**src/rtl/core/mwbsa_pkg.sv**
```systemverilog
// Shared types and constants for the multi-word bitmap slot allocator.
// No dependencies; used by every module under rtl/core.
`timescale 1ns / 1ps

package mwbsa_pkg;

  localparam int unsigned MAX_HEAPS_DEF      = 8;
  localparam int unsigned SLOTS_PER_HEAP_DEF = 64;

  localparam int unsigned HEAP_W   = 3;
  localparam int unsigned SLOT_W   = 6;
  localparam int unsigned STATUS_W = 2;
  localparam int unsigned CMP_W    = 8;

  typedef enum logic [STATUS_W-1:0] {
    ST_OK     = 2'd0,
    ST_FULL   = 2'd1,
    ST_DOUBLE = 2'd2,
    ST_NOHEAP = 2'd3
  } status_e;

  typedef struct packed {
    logic              is_free;
    logic [HEAP_W-1:0] heap;
    logic [SLOT_W-1:0] slot;
    logic              slot_oob;
  } cmd_t;

endpackage

```
**src/rtl/core/mwbsa_front.sv**
```systemverilog
// Front end: takes requests from the input channel and decodes them into commands.
// Depends on mwbsa_pkg.
`timescale 1ns / 1ps

module mwbsa_front #(
  parameter int unsigned SLOTS_PER_HEAP = mwbsa_pkg::SLOTS_PER_HEAP_DEF
) (
  input  logic                            in_valid_i,
  output logic                            in_ready_o,
  input  logic                            mode_i,
  input  logic [mwbsa_pkg::HEAP_W-1:0]    free_heap_i,
  input  logic [mwbsa_pkg::SLOT_W-1:0]    free_slot_i,
  input  logic                            q_full_i,
  output logic                            push_o,
  output mwbsa_pkg::cmd_t                 cmd_o
);

  assign in_ready_o = !q_full_i;
  assign push_o     = in_valid_i && !q_full_i;

  always_comb begin
    cmd_o.is_free  = mode_i;
    cmd_o.heap     = free_heap_i;
    cmd_o.slot     = free_slot_i;
    cmd_o.slot_oob = mwbsa_pkg::CMP_W'(free_slot_i) >= mwbsa_pkg::CMP_W'(SLOTS_PER_HEAP);
  end

endmodule

```
**src/rtl/core/mwbsa_queue.sv**
```systemverilog
// Two-entry command queue between front end and back end.
// Depends on mwbsa_pkg.
`timescale 1ns / 1ps

module mwbsa_queue (
  input  logic            clk_i,
  input  logic            rst_ni,
  input  logic            push_i,
  input  mwbsa_pkg::cmd_t push_cmd_i,
  output logic            full_o,
  output logic            valid_o,
  input  logic            pop_i,
  output mwbsa_pkg::cmd_t pop_cmd_o
);

  mwbsa_pkg::cmd_t entry_q [2];
  logic [1:0]      count_q, count_d;
  logic            wr_ptr_q, rd_ptr_q;
  logic            do_pop;

  assign full_o    = count_q == 2'd2;
  assign valid_o   = count_q != 2'd0;
  assign do_pop    = pop_i && valid_o;
  assign pop_cmd_o = entry_q[rd_ptr_q];

  always_comb begin
    count_d = count_q;
    if (push_i && !do_pop) begin
      count_d = count_q + 2'd1;
    end else if (!push_i && do_pop) begin
      count_d = count_q - 2'd1;
    end
  end

  always_ff @(posedge clk_i or negedge rst_ni) begin
    if (!rst_ni) begin
      count_q  <= 2'd0;
      wr_ptr_q <= 1'b0;
      rd_ptr_q <= 1'b0;
    end else begin
      count_q <= count_d;
      if (push_i) begin
        wr_ptr_q <= !wr_ptr_q;
      end
      if (do_pop) begin
        rd_ptr_q <= !rd_ptr_q;
      end
    end
  end

  always_ff @(posedge clk_i) begin
    if (push_i) begin
      entry_q[wr_ptr_q] <= push_cmd_i;
    end
  end

endmodule

```
**src/rtl/core/mwbsa_back.sv**
```systemverilog
// Back end: heap selection, free-mask memory, lowest-bit pick and result register.
// Depends on mwbsa_pkg.
`timescale 1ns / 1ps

module mwbsa_back #(
  parameter int unsigned MAX_HEAPS      = mwbsa_pkg::MAX_HEAPS_DEF,
  parameter int unsigned SLOTS_PER_HEAP = mwbsa_pkg::SLOTS_PER_HEAP_DEF
) (
  input  logic                              clk_i,
  input  logic                              rst_ni,
  input  logic                              q_valid_i,
  output logic                              q_pop_o,
  input  mwbsa_pkg::cmd_t                   cmd_i,
  output logic                              out_valid_o,
  input  logic                              out_ready_i,
  output logic [mwbsa_pkg::HEAP_W-1:0]      got_heap_o,
  output logic [mwbsa_pkg::SLOT_W-1:0]      got_slot_o,
  output logic [mwbsa_pkg::STATUS_W-1:0]    status_o
);

  localparam int unsigned IDX_W  = (MAX_HEAPS > 1) ? $clog2(MAX_HEAPS) : 1;
  localparam int unsigned CNT_W  = $clog2(MAX_HEAPS + 1);
  localparam int unsigned SLOT_W = $clog2(SLOTS_PER_HEAP);

  typedef enum logic [1:0] {
    S_IDLE = 2'b01,
    S_EXEC = 2'b10
  } state_e;

  state_e                    state_q, state_d;
  logic [CNT_W-1:0]          open_cnt_q;
  logic [MAX_HEAPS-1:0]      nz_q, open_vec, cand;
  logic [SLOTS_PER_HEAP-1:0] mem_q [MAX_HEAPS];
  logic [SLOTS_PER_HEAP-1:0] rd_q, word, wr_data;
  logic [IDX_W-1:0]          idx_d, idx_q, first_idx;
  logic                      fresh_d, fresh_q, err_d, err_q, free_q;
  mwbsa_pkg::status_e        err_st_d, err_st_q;
  logic [SLOT_W-1:0]         slot_q, pos;
  logic                      go, wr_en, heap_ok, can_open;
  logic [mwbsa_pkg::HEAP_W-1:0]   res_heap;
  logic [mwbsa_pkg::SLOT_W-1:0]   res_slot;
  mwbsa_pkg::status_e        res_st;
  logic                      out_valid_q;
  logic [mwbsa_pkg::HEAP_W-1:0]   got_heap_q;
  logic [mwbsa_pkg::SLOT_W-1:0]   got_slot_q;
  mwbsa_pkg::status_e        status_q;

  assign q_pop_o = (state_q == S_IDLE) && q_valid_i;
  assign go      = (state_q == S_EXEC) && (!out_valid_q || out_ready_i);

  always_comb begin
    for (int i = 0; i < MAX_HEAPS; i++) begin
      open_vec[i] = mwbsa_pkg::CMP_W'(i) < mwbsa_pkg::CMP_W'(open_cnt_q);
    end
    cand = nz_q & open_vec;
    first_idx = '0;
    for (int i = MAX_HEAPS - 1; i >= 0; i--) begin
      if (cand[i]) begin
        first_idx = IDX_W'(i);
      end
    end
  end

  always_comb begin
    can_open = mwbsa_pkg::CMP_W'(open_cnt_q) < mwbsa_pkg::CMP_W'(MAX_HEAPS);
    heap_ok  = mwbsa_pkg::CMP_W'(cmd_i.heap) < mwbsa_pkg::CMP_W'(open_cnt_q);
    idx_d    = IDX_W'(cmd_i.heap);
    fresh_d  = 1'b0;
    err_d    = 1'b0;
    err_st_d = mwbsa_pkg::ST_OK;
    if (!cmd_i.is_free) begin
      if (|cand) begin
        idx_d = first_idx;
      end else if (can_open) begin
        idx_d   = IDX_W'(open_cnt_q);
        fresh_d = 1'b1;
      end else begin
        err_d    = 1'b1;
        err_st_d = mwbsa_pkg::ST_FULL;
      end
    end else if (!heap_ok) begin
      err_d    = 1'b1;
      err_st_d = mwbsa_pkg::ST_NOHEAP;
    end else if (cmd_i.slot_oob) begin
      err_d    = 1'b1;
      err_st_d = mwbsa_pkg::ST_DOUBLE;
    end
  end

  always_comb begin
    word = fresh_q ? '1 : rd_q;
    pos  = '0;
    for (int i = SLOTS_PER_HEAP - 1; i >= 0; i--) begin
      if (word[i]) begin
        pos = SLOT_W'(i);
      end
    end
    wr_en    = 1'b0;
    wr_data  = word;
    res_heap = '0;
    res_slot = '0;
    res_st   = err_st_q;
    if (!err_q) begin
      if (!free_q) begin
        wr_en    = go;
        wr_data  = word & ~(SLOTS_PER_HEAP'(1) << pos);
        res_heap = mwbsa_pkg::HEAP_W'(idx_q);
        res_slot = mwbsa_pkg::SLOT_W'(pos);
        res_st   = mwbsa_pkg::ST_OK;
      end else if (word[slot_q]) begin
        res_st = mwbsa_pkg::ST_DOUBLE;
      end else begin
        wr_en   = go;
        wr_data = word | (SLOTS_PER_HEAP'(1) << slot_q);
        res_st  = mwbsa_pkg::ST_OK;
      end
    end
  end

  always_comb begin
    state_d = state_q;
    unique case (state_q)
      S_IDLE: begin
        if (q_valid_i) begin
          state_d = S_EXEC;
        end
      end
      S_EXEC: begin
        if (go) begin
          state_d = S_IDLE;
        end
      end
      default: state_d = S_IDLE;
    endcase
  end

  always_ff @(posedge clk_i or negedge rst_ni) begin
    if (!rst_ni) begin
      state_q     <= S_IDLE;
      open_cnt_q  <= '0;
      nz_q        <= '0;
      out_valid_q <= 1'b0;
    end else begin
      state_q <= state_d;
      if (wr_en) begin
        nz_q[idx_q] <= |wr_data;
      end
      if (go && fresh_q && !err_q) begin
        open_cnt_q <= open_cnt_q + CNT_W'(1);
      end
      if (go) begin
        out_valid_q <= 1'b1;
      end else if (out_ready_i) begin
        out_valid_q <= 1'b0;
      end
    end
  end

  always_ff @(posedge clk_i) begin
    if (wr_en) begin
      mem_q[idx_q] <= wr_data;
    end
    if (q_pop_o) begin
      rd_q <= mem_q[idx_d];
    end
  end

  always_ff @(posedge clk_i) begin
    if (q_pop_o) begin
      idx_q    <= idx_d;
      fresh_q  <= fresh_d;
      err_q    <= err_d;
      err_st_q <= err_st_d;
      free_q   <= cmd_i.is_free;
      slot_q   <= SLOT_W'(cmd_i.slot);
    end
    if (go) begin
      got_heap_q <= res_heap;
      got_slot_q <= res_slot;
      status_q   <= res_st;
    end
  end

  assign out_valid_o = out_valid_q;
  assign got_heap_o  = got_heap_q;
  assign got_slot_o  = got_slot_q;
  assign status_o    = status_q;

endmodule

```
**src/rtl/core/multi_word_bitmap_slot_allocator_unit.sv**
```systemverilog
// Top level of the multi-word bitmap slot allocator.
// Depends on mwbsa_pkg, mwbsa_front, mwbsa_queue and mwbsa_back.
//
// Usage:
//   Input channel (in_valid_i/in_ready_o) carries one request: mode_i 0 allocates
//   the lowest free slot of the first open heap with room, opening a new heap when
//   none has room; mode_i 1 frees slot free_slot_i of heap free_heap_i.
//   Output channel (out_valid_o/out_ready_i) returns exactly one result per request:
//   got_heap_o, got_slot_o and status_o (ok, full, double free, heap not open).
//   Each request passes through the queue, the back end's read of the free-mask
//   memory, its pick-and-write-back state and the result register; the back end
//   takes no new request until it has written back the one before.
//   A two-entry queue buffers requests, so the input stays ready while the back
//   end works or while a result waits to be taken, as long as the queue is not full.
//   Reset closes every heap and empties queue and output register; the mask
//   memory is not cleared, as a heap's mask is written when the heap opens.
//   When the receiver stalls, the result holds, the back end waits, and the input
//   drops ready once the queue is full.
`timescale 1ns / 1ps

module multi_word_bitmap_slot_allocator_unit #(
  parameter int unsigned MAX_HEAPS      = mwbsa_pkg::MAX_HEAPS_DEF,
  parameter int unsigned SLOTS_PER_HEAP = mwbsa_pkg::SLOTS_PER_HEAP_DEF
) (
  input  logic                              clk_i,
  input  logic                              rst_ni,
  input  logic                              in_valid_i,
  output logic                              in_ready_o,
  input  logic                              mode_i,
  input  logic [mwbsa_pkg::HEAP_W-1:0]      free_heap_i,
  input  logic [mwbsa_pkg::SLOT_W-1:0]      free_slot_i,
  output logic                              out_valid_o,
  input  logic                              out_ready_i,
  output logic [mwbsa_pkg::HEAP_W-1:0]      got_heap_o,
  output logic [mwbsa_pkg::SLOT_W-1:0]      got_slot_o,
  output logic [mwbsa_pkg::STATUS_W-1:0]    status_o
);

  mwbsa_pkg::cmd_t push_cmd, pop_cmd;
  logic            push, q_full, q_valid, q_pop;

  mwbsa_front #(
    .SLOTS_PER_HEAP(SLOTS_PER_HEAP)
  ) u_front (
    .in_valid_i (in_valid_i),
    .in_ready_o (in_ready_o),
    .mode_i     (mode_i),
    .free_heap_i(free_heap_i),
    .free_slot_i(free_slot_i),
    .q_full_i   (q_full),
    .push_o     (push),
    .cmd_o      (push_cmd)
  );

  mwbsa_queue u_queue (
    .clk_i     (clk_i),
    .rst_ni    (rst_ni),
    .push_i    (push),
    .push_cmd_i(push_cmd),
    .full_o    (q_full),
    .valid_o   (q_valid),
    .pop_i     (q_pop),
    .pop_cmd_o (pop_cmd)
  );

  mwbsa_back #(
    .MAX_HEAPS     (MAX_HEAPS),
    .SLOTS_PER_HEAP(SLOTS_PER_HEAP)
  ) u_back (
    .clk_i      (clk_i),
    .rst_ni     (rst_ni),
    .q_valid_i  (q_valid),
    .q_pop_o    (q_pop),
    .cmd_i      (pop_cmd),
    .out_valid_o(out_valid_o),
    .out_ready_i(out_ready_i),
    .got_heap_o (got_heap_o),
    .got_slot_o (got_slot_o),
    .status_o   (status_o)
  );

endmodule
```
**config.mk**
```make
export PLATFORM = sky130hd
export DESIGN_NAME = multi_word_bitmap_slot_allocator_unit
export DESIGN_NICKNAME = d
export VERILOG_FILES = /design/src/rtl/core/mwbsa_pkg.sv /design/src/rtl/core/mwbsa_front.sv /design/src/rtl/core/mwbsa_queue.sv /design/src/rtl/core/mwbsa_back.sv /design/src/rtl/core/multi_word_bitmap_slot_allocator_unit.sv
export SDC_FILE = /design/constraint.sdc
export NUM_CORES = 1
export LEC_CHECK = 0
export BUFFER_PORTS_ARGS = -buffer_cell sky130_fd_sc_hd__buf_2
export CORE_MARGIN = 2
export CORE_UTILIZATION = 40
export CTS_CLUSTER_DIAMETER = 40
export DETAILED_ROUTE_END_ITERATION = 12
export MAX_ROUTING_LAYER = met4
export PLACE_DENSITY = 0.56
export SYNTH_ARGS = -nofsm -noshare
export SYNTH_HDL_FRONTEND = slang
export SYNTH_HIERARCHICAL = 1
export SYNTH_SLANG_ARGS = --single-unit
```
**constraint.sdc**
```tcl
create_clock -name clk_i -period 13.5 [get_ports clk_i]
set_input_delay 2.7 -clock clk_i [delete_from_list [all_inputs] [get_ports clk_i]]
set_output_delay 2.7 -clock clk_i [all_outputs]
set_load 0.1 [all_outputs]
```
==> results.md, run 1 <==
* Antenna violations before repair at 1
* GRT busiest layer: met2
* Core area at around 71,000 µm²
* Fin crit share at between 40% and 50%
* Final core utilization at 46.1%
* CP max FO at 61
* Worst Path Required at 14.00 ns
* Antenna-violating nets left at 0
* First-pass GRT wire length at ~130 mm
* Yosys top cell area share at 65.2%
* Startpoint types: flop
* DRT iter0 DRCs at 2,313
* Synth Area per Inst at about 12 µm²
* Worst Hold Class: reg2reg
* Setup crit end kind: flop
* Ant diodes at 0
* Root Driver: clkbuf_16
* Final hold vios at 0
* Synth Cell Area at 28,700 µm²
* Setup TNS Final at 0 ns
* CTS clk-pin slew, worst paths at 0.05 ns
* DP HPWL at 51.3 mm
* Drt total wl at 85.4 mm
* Fillers at 6,376
* Crit Path Category: reg2reg
* Via Count at ~20,000
* Status: completed
* Crit path time final at 5.71 ns
* GR Layer Usage met3 at 3.81%
* Io pins at 27
* Fmax achieved at 0.175 GHz
* Hold WS at 0.481 ns
* Pre-CTS setup slack at 7.55 ns
* Logic pwr share at roughly two fifths
* Synth Area in Adders at less than 1%
* Pwr/cell area at about 280 nW/µm²
* Post-synth cell types at between 90 and 100
* Max-Slew Margin vs Limit at 21.6%
* Die height at about 270 µm
* Drt drc at 0
* Multi-input logic area at slightly below 9000 µm²
* H-tree depth at 3
* Gr ovfl total at 0
* Simple-Gate Fraction of Synth Area at between 20% and 30%
* Share of async-settable or async-resettable flops after synthesis at 2.96%
* Post-synth top cells: edfxtp_1 (623), nand2_1 (603), nand3_1 (331)
* CTS tree: yes
* Starting Density at 40.3%
* Main area contributors after synthesis: edfxtp_1 (65%), nand2_1 (7.9%), nand3_1 (5.8%)
* Setup WS post-layout at 7.79 ns
* Sequential Power Share at 35.2%
* Via/cell ratio at 5.76
* Post-CTS Setup Inserts at 0
* Drt first pass iters at 8
* Clock share of power at between 20% and 30%
* Largest family of logic cells by synthesized area: simple AND/OR/NAND/NOR gates
* NetSw at 4020 µW
* Worst-margin pin slew at 1.18 ns
* Synth Net Count at 2,471
* Post-route cell area at between 30,000 and 40,000 µm²
* GR Util met1 at between 30% and 40%
* Port buffer count at 26
* Layout cell share with drive strength beyond 1 at 12.5%
* Max_cap viols at 0
* Number of buffers created by CTS at 92
* Mapped Cells at 2,452
* Most common cell in the synthesized netlist: edfxtp_1
* Clock skew at 0.0397 ns
* Placed Area at around 30,000 µm²
* Global placement routability congestion at 1.00
* Clock Path Buffers at 3
* Primary FF master, synth: edfxtp_1
* Clk sinks at 642
* Post-synth EDFFs at 623
* Post-synthesis mux area share at between 1.5 and 2%
* Register area share after synthesis at 66.9%
* Fin. max-slew vios at 0
* Setup violations, final at 0
* Pin count of the biggest net entering global routing at 142
* CTS Hold Bufs at 0
* Vias in the first global route at 19,115
* Synth-to-Final Area Change at 14.5%
* Register area at 19,200 µm²
* YS warnings at 6
* Post_cts resized at 0
* Leakage power at 0.0113 µW
* Die Footprint at 73,900 µm²
* Yosys top cell by area: edfxtp_1
* Worst-Skew Late Latency at 0.65 ns
* M2 GR Usage at 35.6%
* Yosys reg bits at around 640
* Synth Area in XOR/XNOR at 0.244%
* Compound-Gate Fraction of Synth Area at 7.69%
* Data arrival time of the critical path at 6.21 ns
* Die Wd at between 200 and 300 µm
* Fin nets at 2,474
* FP Rows at 98
* RSZ-0062 raised after global routing: no
* Gr usage total at a little under a quarter
* Switching part of the total power at 43.0%
* Int Power at 5320 µW
* Max VDD drop at slightly above 0.5 mV
* Drt wl/cell at around 25 µm
## logic make-up (layout without fill, tap and decap cells)
group                    Yosys count  in the layout
multiplexers                      42             42
adder cells (fa/ha/maj)            5              5
buffers and inverters            187            267
XOR/XNOR                           8              8
AND/OR/NAND/NOR                 1225           1225
other                              1              1
flip-flops                       642            642
AO/OA/AOI/OAI                    342            342
## registers in the layout, summed over array words and instances, names as in the netlist, 2 cells and up
name               flops
u_queue/count_q        2
u_back/open_cnt_q      4
u_back/nz_q            8
u_back/status_o        2
u_back/err_st_q        2
u_back/state_q         2
u_back/got_heap_o      3
u_queue/entry_q       22
u_back/slot_q          6
u_back/rd_q           64
u_back/mem_q         512
u_back/got_slot_o      6
u_back/idx_q           3
## final cells by class
cell class	instances	area share [%]
Clock buffer	110	7.46
Inverter	31	0.385
Timing Repair Buffer	65	1.36
Tap cell	950	3.62
Sequential cell	642	58.4
Clock inverter	61	2.18
Multi-Input combinational cell	1623	26.6
## per-layer routing
metal  wire length, µm  share of wire (%)
met5                 0                  0
met4              2540                3.0
met3              5220                6.1
met2             39000                 46
met1             38700                 45
## cells in the final DEF, fill, tap and decap left out, types with 18 or more instances in the layout
| cell | Yosys | routed |
|---|---|---|
| edfxtp_1 | 623 | 623 |
| nand2_1 | 603 | 603 |
| nand3_1 | 331 | 331 |
| a21oi_1 | 98 | 98 |
| clkbuf_16 | 0 | 94 |
| o21ai_0 | 90 | 89 |
| nor2_1 | 78 | 77 |
| a211oi_1 | 50 | 50 |
| buf_4 | 16 | 37 |
| nor3_1 | 37 | 35 |
| inv_1 | 28 | 27 |
| buf_2 | 8 | 26 |
| nor4_1 | 25 | 24 |
| mux2i_1 | 23 | 23 |
| dfrtp_1 | 18 | 18 |
## power groups by stage
stage	Clock [µW]	Sequential [µW]	Combinational [µW]
finish	2420	3290	3630
global route	2550	3290	4010
CTS	2460	3260	3640
detailed placement	0	3290	3620
global placement	0	3300	3590
floorplan	0	3080	2500
## metrics by stage
stage	total power, µW	std cells
floorplan	5580	2452
global placement	6890	3311
detailed placement	6910	3311
CTS	9360	3482
global route	9850	3482
finish	9330	3482
## path summary, 6_finish.rpt
check	start	end	slack, ns	cells after the start
hold / removal	u_queue/count_q[1]	u_queue/count_q[1]	0.48	1
hold reg to reg	u_queue/count_q[1]	u_queue/count_q[1]	0.48	1
min in group asynchronous	rst_ni	u_queue/wr_ptr_q	2.01	1
setup reg to reg	u_back/fresh_q	u_back/nz_q[0]	7.79	13
setup / recovery	u_back/fresh_q	u_back/nz_q[0]	7.79	13
max in group asynchronous	rst_ni	u_back/open_cnt_q[2]	11.12	1
## critical path: stages, from the launching register on
cell and delay [ns]:
edfxtp_1 0.37, buf_4 0.42, buf_4 0.62, nor2_1 0.14, a21oi_1 0.18, o2111a_1 0.28
o31a_1 0.21, a311oi_4 0.08, o31ai_4 0.87, a21oi_1 0.45, nor4_1 0.82, nand4_1 0.55
nor4_1 0.49, nor2_1 0.07
Power figures use the tool's default switching activity.
==> run 2: changes to the inputs <==
--- a/config.mk
+++ b/config.mk
@@ -11,7 +11,7 @@
 export CTS_CLUSTER_DIAMETER = 40
 export DETAILED_ROUTE_END_ITERATION = 12
 export MAX_ROUTING_LAYER = met4
-export PLACE_DENSITY = 0.56
+export PLACE_DENSITY = 0.58
 export SYNTH_ARGS = -nofsm -noshare
 export SYNTH_HDL_FRONTEND = slang
 export SYNTH_HIERARCHICAL = 1
==> constraint.sdc (replaced) <==
create_clock -name clk_i -period 4.8 [get_ports clk_i]
set_input_delay 0.96 -clock clk_i [delete_from_list [all_inputs] [get_ports clk_i]]
set_output_delay 0.96 -clock clk_i [all_outputs]
set_load 0.1 [all_outputs]
==> run 2 against run 1 <==
Via count is 1.4% higher. Clock power rose to 2.8 times the previous value. Register-to-register slack worse by 7.5 ns. Sequential share of layout area is 1.8 points lower. Sequential power increased to 2.8 times the previous value. Hold slack got worse by 0.20 ns. Sequential cell count did not move. Critical path type unchanged. Largest cell class unchanged. Highest routed layer unchanged.
==> results.md, run 2 (synthesis gave the netlist of run 1 again) <==
* Clock skew at 0.0269 ns (-0.0128 ns)
* Starting Density at 40.3% (unchanged)
* Largest register FFs at 512 (unchanged)
* Buf/Inv on CP at 3 (+1)
* Status: completed
* CTS Hold Bufs at 0 (unchanged)
* Top Registers: u_back/mem_q x512, u_back/rd_q x64, u_queue/entry_q x22
* Max_cap viols at 0 (unchanged)
* RR Endpoint: u_back/nz_q[5]
* Die Wd at 272 µm (unchanged)
* Gr ovfl total at 0 (unchanged)
* R2R Path Start: u_back/fresh_q
* RSZ-0062 raised after global routing: no
* Antenna violations before repair at 0 (-1)
* Pin count of the biggest net entering global routing at 130 (-8.5%)
* Die Footprint at 73,900 µm² (unchanged)
* Setup crit end kind: flop
* Worst-margin pin slew at 1.21 ns (+0.0338 ns)
* Via Count at 20,319 (+1.4%)
* Gr usage total at 25.2% (+1.5 points)
* CP max stage delay at 0.67 ns (-0.20 ns)
* Vias in the first global route at 19,813 (+3.7%)
* Commonest non-fill, non-tap cell in the layout: edfxtp_1
* Drt first pass iters at 5 (-3)
* Leakage power at 0.0118 µW (+5.0%)
* Data arrival time of the critical path at 4.98 ns (-1.23 ns)
* Worst-Skew Late Latency at 0.64 ns (about the same)
* CTS tree: yes
* Max VDD drop at 1.75 mV (+240%)
* Post-CTS Setup Inserts at 0 (unchanged)
* FP Rows at 98 (unchanged)
* Final core utilization at 47.6% (+1.5 points)
* Critical path depth in cells at 14 (+1)
* Port buffer count at 26 (unchanged)
* DP HPWL at 57.6 mm (+12%)
* Global placement routability congestion at 0.967 (-3.5%)
* Layout cell share with drive strength beyond 1 at 15.9% (+3.4 points)
* Total power at 27,200 µW (+190%)
* Startpoint types: flop
* Fin. max-slew vios at 0 (unchanged)
* Setup violations, final at 0 (unchanged)
* Fmax achieved at 0.224 GHz (+28%)
* Most frequent cells in the layout: edfxtp_1 (623), nand2_1 (603), nand3_1 (331)
* Core area at 71,200 µm² (unchanged)
* Largest register by flop count: u_back/mem_q
* Reg2Reg Setup Slack at 0.34 ns (-7.45 ns)
* First-pass GRT wire length at 134 mm (+5.7%)
* Drt total wl at 90.4 mm (+5.9%)
* Root Driver: clkbuf_16
* Io pins at 27 (unchanged)
* Worst Path Required at 5.32 ns (-8.68 ns)
* Crit path time final at 4.46 ns (-1.25 ns)
* Fin crit share at 93.0% (+51 points)
* Fin nets at 2,568 (+3.8%)
* Crit Path Category: reg2reg
* Number of buffers created by CTS at 88 (-4.3%)
* CTS clk-pin slew, worst paths at 0.06 ns (about the same)
* CP max FO at 17 (-72%)
* H-tree depth at 3 (unchanged)
* FF-to-FF path depth at 14 (+1)
* Pwr/cell area at 800 nW/µm² (+180%)
* Most frequent CP cell: buf_4
* Crit path max-delay family: simple AND/OR/NAND/NOR gates
* DRT iter0 DRCs at 1,780 (-23%)
* Max-Slew Margin vs Limit at 18.9% (-2.7 points)
* Synth-to-Final Area Change at 18.3%
* Die height at 272 µm (unchanged)
* Worst Hold Class: in2async
* Ant diodes at 0 (unchanged)
* Antenna-violating nets left at 0 (unchanged)
* Drt drc at 0 (unchanged)
* Via/cell ratio at 5.69 (-1.3%)
* Clock Path Buffers at 3 (unchanged)
* Worst-path cell chain: buf_4, or3_1, nor2_1, o2111ai_1, a21o_1, o21a_1, nor3_2, a21oi_1, nor4_2, buf_4, nand4_1, buf_4, nor4_1, nor2_1
* Slowest CP cell: edfxtp_1
* Drt wl/cell at 25.3 µm (+3.2%)
* Final hold vios at 0 (unchanged)
* Clk sinks at 642 (unchanged)
[run 2: layout make-up]
class / instances / area [µm²]
Clock buffer: 97 / 2280
Clock inverter: 68 / 790
Fill cell: 6316 / 37300
Inverter: 31 / 124
Multi-Input combinational cell: 1623 / 8850
Sequential cell: 642 / 19200
Tap cell: 950 / 1190
Timing Repair Buffer: 163 / 1510
[run 2: report_power, final]
part / total [µW] / internal (µW) / switching (µW)
Sequential: 9110 / 7960 / 1150
Combinational: 11400 / 3370 / 7990
Clock: 6690 / 4140 / 2550
[run 2: what timing repair did]
action,CTS,global route
setup endpoints to repair,0,8
endpoints found under the hold margin,0,0
resized for setup,0,2
[run 2: through the flow]
step | hold slack, ns | setup TNS, ns | cells | setup slack [ns] | area (µm²)
2_1_floorplan | 0.455 | -0.306 | 2452 | -0.202 | 28800
3_3_place_gp | 0.469 | 0 | 3409 | 0.211 | 30800
3_5_place_dp | 0.479 | 0 | 3409 | 0.164 | 30800
4_1_cts | 0.264 | 0 | 3574 | 0.141 | 33900
5_1_grt | 0.286 | 0 | 3574 | 0.0101 | 33900
6_report | 0.282 | 0 | 3574 | 0.337 | 33900
[run 2: worst register-to-register path, cell delays in order, from the launching register on]
cell       delay, ns
edfxtp_1        0.67
buf_4           0.34
or3_1           0.48
nor2_1          0.25
o2111ai_1       0.15
a21o_1          0.23
o21a_1          0.40
nor3_2          0.44
a21oi_1         0.19
nor4_2          0.30
buf_4           0.18
nand4_1         0.11
buf_4           0.22
nor4_1          0.32
nor2_1          0.07
[run 2: routing by layer]
| metal | vias up | GRT usage [%] | part of all wire (%) |
|---|---|---|---|
| met5 | - | - | 0 |
| met4 | 0 | 6.49 | 2.2 |
| met3 | 127 | 3.32 | 5.3 |
| met2 | 667 | 40.7 | 49 |
| met1 | 10261 | 33.7 | 44 |
| li1 | 9264 | - | - |
[run 2: worst max path at each step]
| stage | start | to | slack, ns |
|---|---|---|---|
| after global routing | u_back/fresh_q | u_back/nz_q[4] | 0.01 |
| final | u_back/fresh_q | u_back/nz_q[5] | 0.34 |
| after global placement | u_back/fresh_q | u_back/nz_q[1] | 0.21 |
| after floorplan | u_back/slot_q[1] | u_back/nz_q[4] | -0.20 |
| after detailed placement | u_back/fresh_q | u_back/nz_q[0] | 0.16 |
| after CTS | u_back/fresh_q | u_back/nz_q[6] | 0.14 |
==> run 3: changes to the inputs <==
--- a/config.mk
+++ b/config.mk
@@ -6,6 +6,7 @@
 export NUM_CORES = 1
 export LEC_CHECK = 0
 export BUFFER_PORTS_ARGS = -buffer_cell sky130_fd_sc_hd__buf_2
+export CORE_ASPECT_RATIO = 0.7
 export CORE_MARGIN = 2
 export CORE_UTILIZATION = 40
 export CTS_CLUSTER_DIAMETER = 40
==> run 3 against run 2 <==
Clock power shrank 10%. Final cell count increased by 0.39%. Die area about the same. Sequential cell count unchanged. Count of clock-buffer cells in the layout shrank 6. Utilization shrank 0.30 points. Fmax fell by 5.7%. Clock skew up 0.0031 ns. Sequential power fell by 0.5%. Critical endpoint is now u_back/nz_q[0]. Largest power group unchanged.
==> results.md, run 3 (synthesis gave the netlist of run 1 again) <==
* Commonest non-fill, non-tap cell in the layout: edfxtp_1
* Fmax achieved at 0.211 GHz (-5.7%)
* Core area at 71,300 µm² (about the same)
* Global placement routability congestion at 1.10 (+14%)
* Post-route cell area at 33,700 µm² (-0.53%)
* Final hold vios at 0 (unchanged)
* Fin nets at 2,577 (+0.35%)
* Reg2Reg Setup Slack at 0.07 ns (-0.27 ns)
* Ant diodes at 0 (unchanged)
* Layout cell share with drive strength beyond 1 at 15.9% (+0.050 points)
* H-tree depth at 3 (unchanged)
* Die Footprint at 73,900 µm² (about the same)
* Clock skew at 0.0299 ns (+0.00305 ns)
* RR Endpoint: u_back/nz_q[0]
* Routed metal-1 wire length at 42.9 mm (+8.5%)
* Pin count of the biggest net entering global routing at 130 (unchanged)
* Leakage power at 0.0117 µW (-0.83%)
* Drt wl/cell at 25.3 µm (+0.12%)
* Largest register FFs at 512 (unchanged)
* Clock Path Buffers at 3 (unchanged)
* DRT iter0 DRCs at 2,155 (+21%)
* Antenna violations before repair at 0 (unchanged)
* Vias in the first global route at 19,618 (-0.98%)
* Fillers at 6,375 (+0.93%)
* Hold WS at 0.280 ns (-0.00178 ns)
* Non-Filler Instances at 3,588 (+0.39%)
* Largest register by flop count: u_back/mem_q
* Max-Slew Margin vs Limit at 20.2% (+1.3 points)
* Die Wd at 324 µm (+19%)
* Number of buffers created by CTS at 79 (-10%)
* First-pass GRT wire length at 134 mm (-0.14%)
* Most frequent cells in the layout: edfxtp_1 (623), nand2_1 (603), nand3_1 (330)
* Root Driver: clkbuf_16
* CP max FO at 8 (-9)
* Worst Hold Class: in2async
* R2R Path Start: u_back/rd_q[7]
* Setup TNS Final at 0 ns (unchanged)
* Met3 WL at 6.66 mm (+38%)
* Antenna-violating nets left at 0 (unchanged)
* Worst-margin pin slew at 1.19 ns (-0.0154 ns)
* Drt first pass iters at 6 (+1)
* Port buffer count at 26 (unchanged)
* Status: completed
* Pre-CTS setup slack at -0.263 ns (-0.427 ns)
* WL met2 at 38.9 mm (-12%)
* CTS clk-pin slew, worst paths at 0.06 ns (about the same)
* Post-CTS Setup Inserts at 0 (unchanged)
* Data arrival time of the critical path at 5.24 ns (+0.26 ns)
* Top Registers: u_back/mem_q x512, u_back/rd_q x64, u_queue/entry_q x22
* Uppermost routed layer: met4
* Drt drc at 0 (unchanged)
* Max_cap viols at 0 (unchanged)
* Gr usage total at 25.3% (+0.18 points)
* Via/cell ratio at 5.75 (+1.1%)
* Worst Path Required at 5.30 ns (-0.02 ns)
* Worst-Skew Late Latency at 0.64 ns (about the same)
* FP Rows at 82 (-16%)
* Crit Path Category: reg2reg
* Fin crit share at 98.6% (+5.6 points)
* Crit path time final at 4.73 ns (+0.269 ns)
* Startpoint types: flop
* Synth-to-Final Area Change at 17.6%
* Via Count at 20,625 (+1.5%)
* Drt total wl at 90.9 mm (+0.51%)
* Io pins at 27 (unchanged)
* Setup violations, final at 0 (unchanged)
* Pwr/cell area at 794 nW/µm² (-0.79%)
* Starting Density at 40.2% (about the same)
* Setup WS post-layout at 0.0678 ns (-0.269 ns)
* Fin. max-slew vios at 0 (unchanged)
* CTS tree: yes
* RSZ-0062 raised after global routing: no
* Setup crit end kind: flop
* Placed Area at 31,000 µm² (+0.58%)
* Die height at 228 µm (-16%)
* FF-to-FF path depth at 13 (-1)
* Gr ovfl total at 0 (unchanged)
* Clk sinks at 642 (unchanged)
* DP HPWL at 59.7 mm (+3.8%)
* Dpl cells at 3,443 (+1.0%)
* Max VDD drop at 0.570 mV (-67%)
[run 3: cell count changes in the layout (fill, tap and decap cells not counted), sizes merged]
cell      before  now
bufinv        12    9
clkinv        32   26
clkinvlp       7   10
inv           48   40
buf          163  181
clkbuf        97   91
[run 3: worst max path at each step]
stage	from	cells past startpoint	slack, ns	endpoint
CTS	u_back/rd_q[7]	13	0.06	u_back/nz_q[0]
floorplan	u_back/slot_q[1]	11	-0.20	u_back/nz_q[4]
detailed placement	u_back/rd_q[7]	13	-0.26	u_back/nz_q[0]
global placement	u_back/rd_q[7]	13	-0.21	u_back/nz_q[0]
finish	u_back/rd_q[7]	13	0.07	u_back/nz_q[0]
global route	u_back/fresh_q	13	0.02	u_back/nz_q[5]
[run 3: worst max-delay path: stages, from the launching register on]
cell and delay (ns):
edfxtp_1 0.53, or2_0 0.32, or4_1 0.43, nor4_2 0.40, o211ai_1 0.18, o21ai_2 0.38, and2_1 0.35, buf_4 0.25
a22oi_1 0.32, nor4_4 0.53, nand4_1 0.28, buf_4 0.25, nor4_1 0.31, nor2_1 0.08
[run 3: report_power, final]
group / internal [µW] / total [µW] / switching, µW
clock network: 3600 / 6010 / 2410
logic: 3530 / 11700 / 8200
registers: 7950 / 9060 / 1100
[run 3: cell type report]
type / instances / area (µm²) / share of cell area (%)
flip-flops and latches: 642 / 19200 / 56.9
multi-input cells: 1623 / 8890 / 26.4
clock buffers: 91 / 2040 / 6.06
repair buffers: 181 / 1660 / 4.91
well taps: 966 / 1210 / 3.58
clock inverters: 54 / 631 / 1.87
inverters: 31 / 124 / 0.367
[run 3: per-layer routing]
layer	vias up	track usage (%)
met4	0	7.73
li1	9283	-
met1	10316	37.9
met3	158	4.38
met5	-	-
met2	868	35.1
[run 3: repair_timing]
| item | 4_1_cts | 5_1_grt |
|---|---|---|
| setup endpoints to repair | 8 | 8 |
| gates resized for setup | 3 | 5 |
| hold endpoints to repair | 0 | 0 |
| hold buffers | 0 | 0 |
[run 3: stage by stage]
stage | utilization [%] | total power [µW]
after floorplan | - | 15800
after global placement | 43.5 | 20600
after detailed placement | 43.5 | 20700
after CTS | 47.3 | 26800
after global routing | 47.3 | 28300
final | 47.3 | 26800
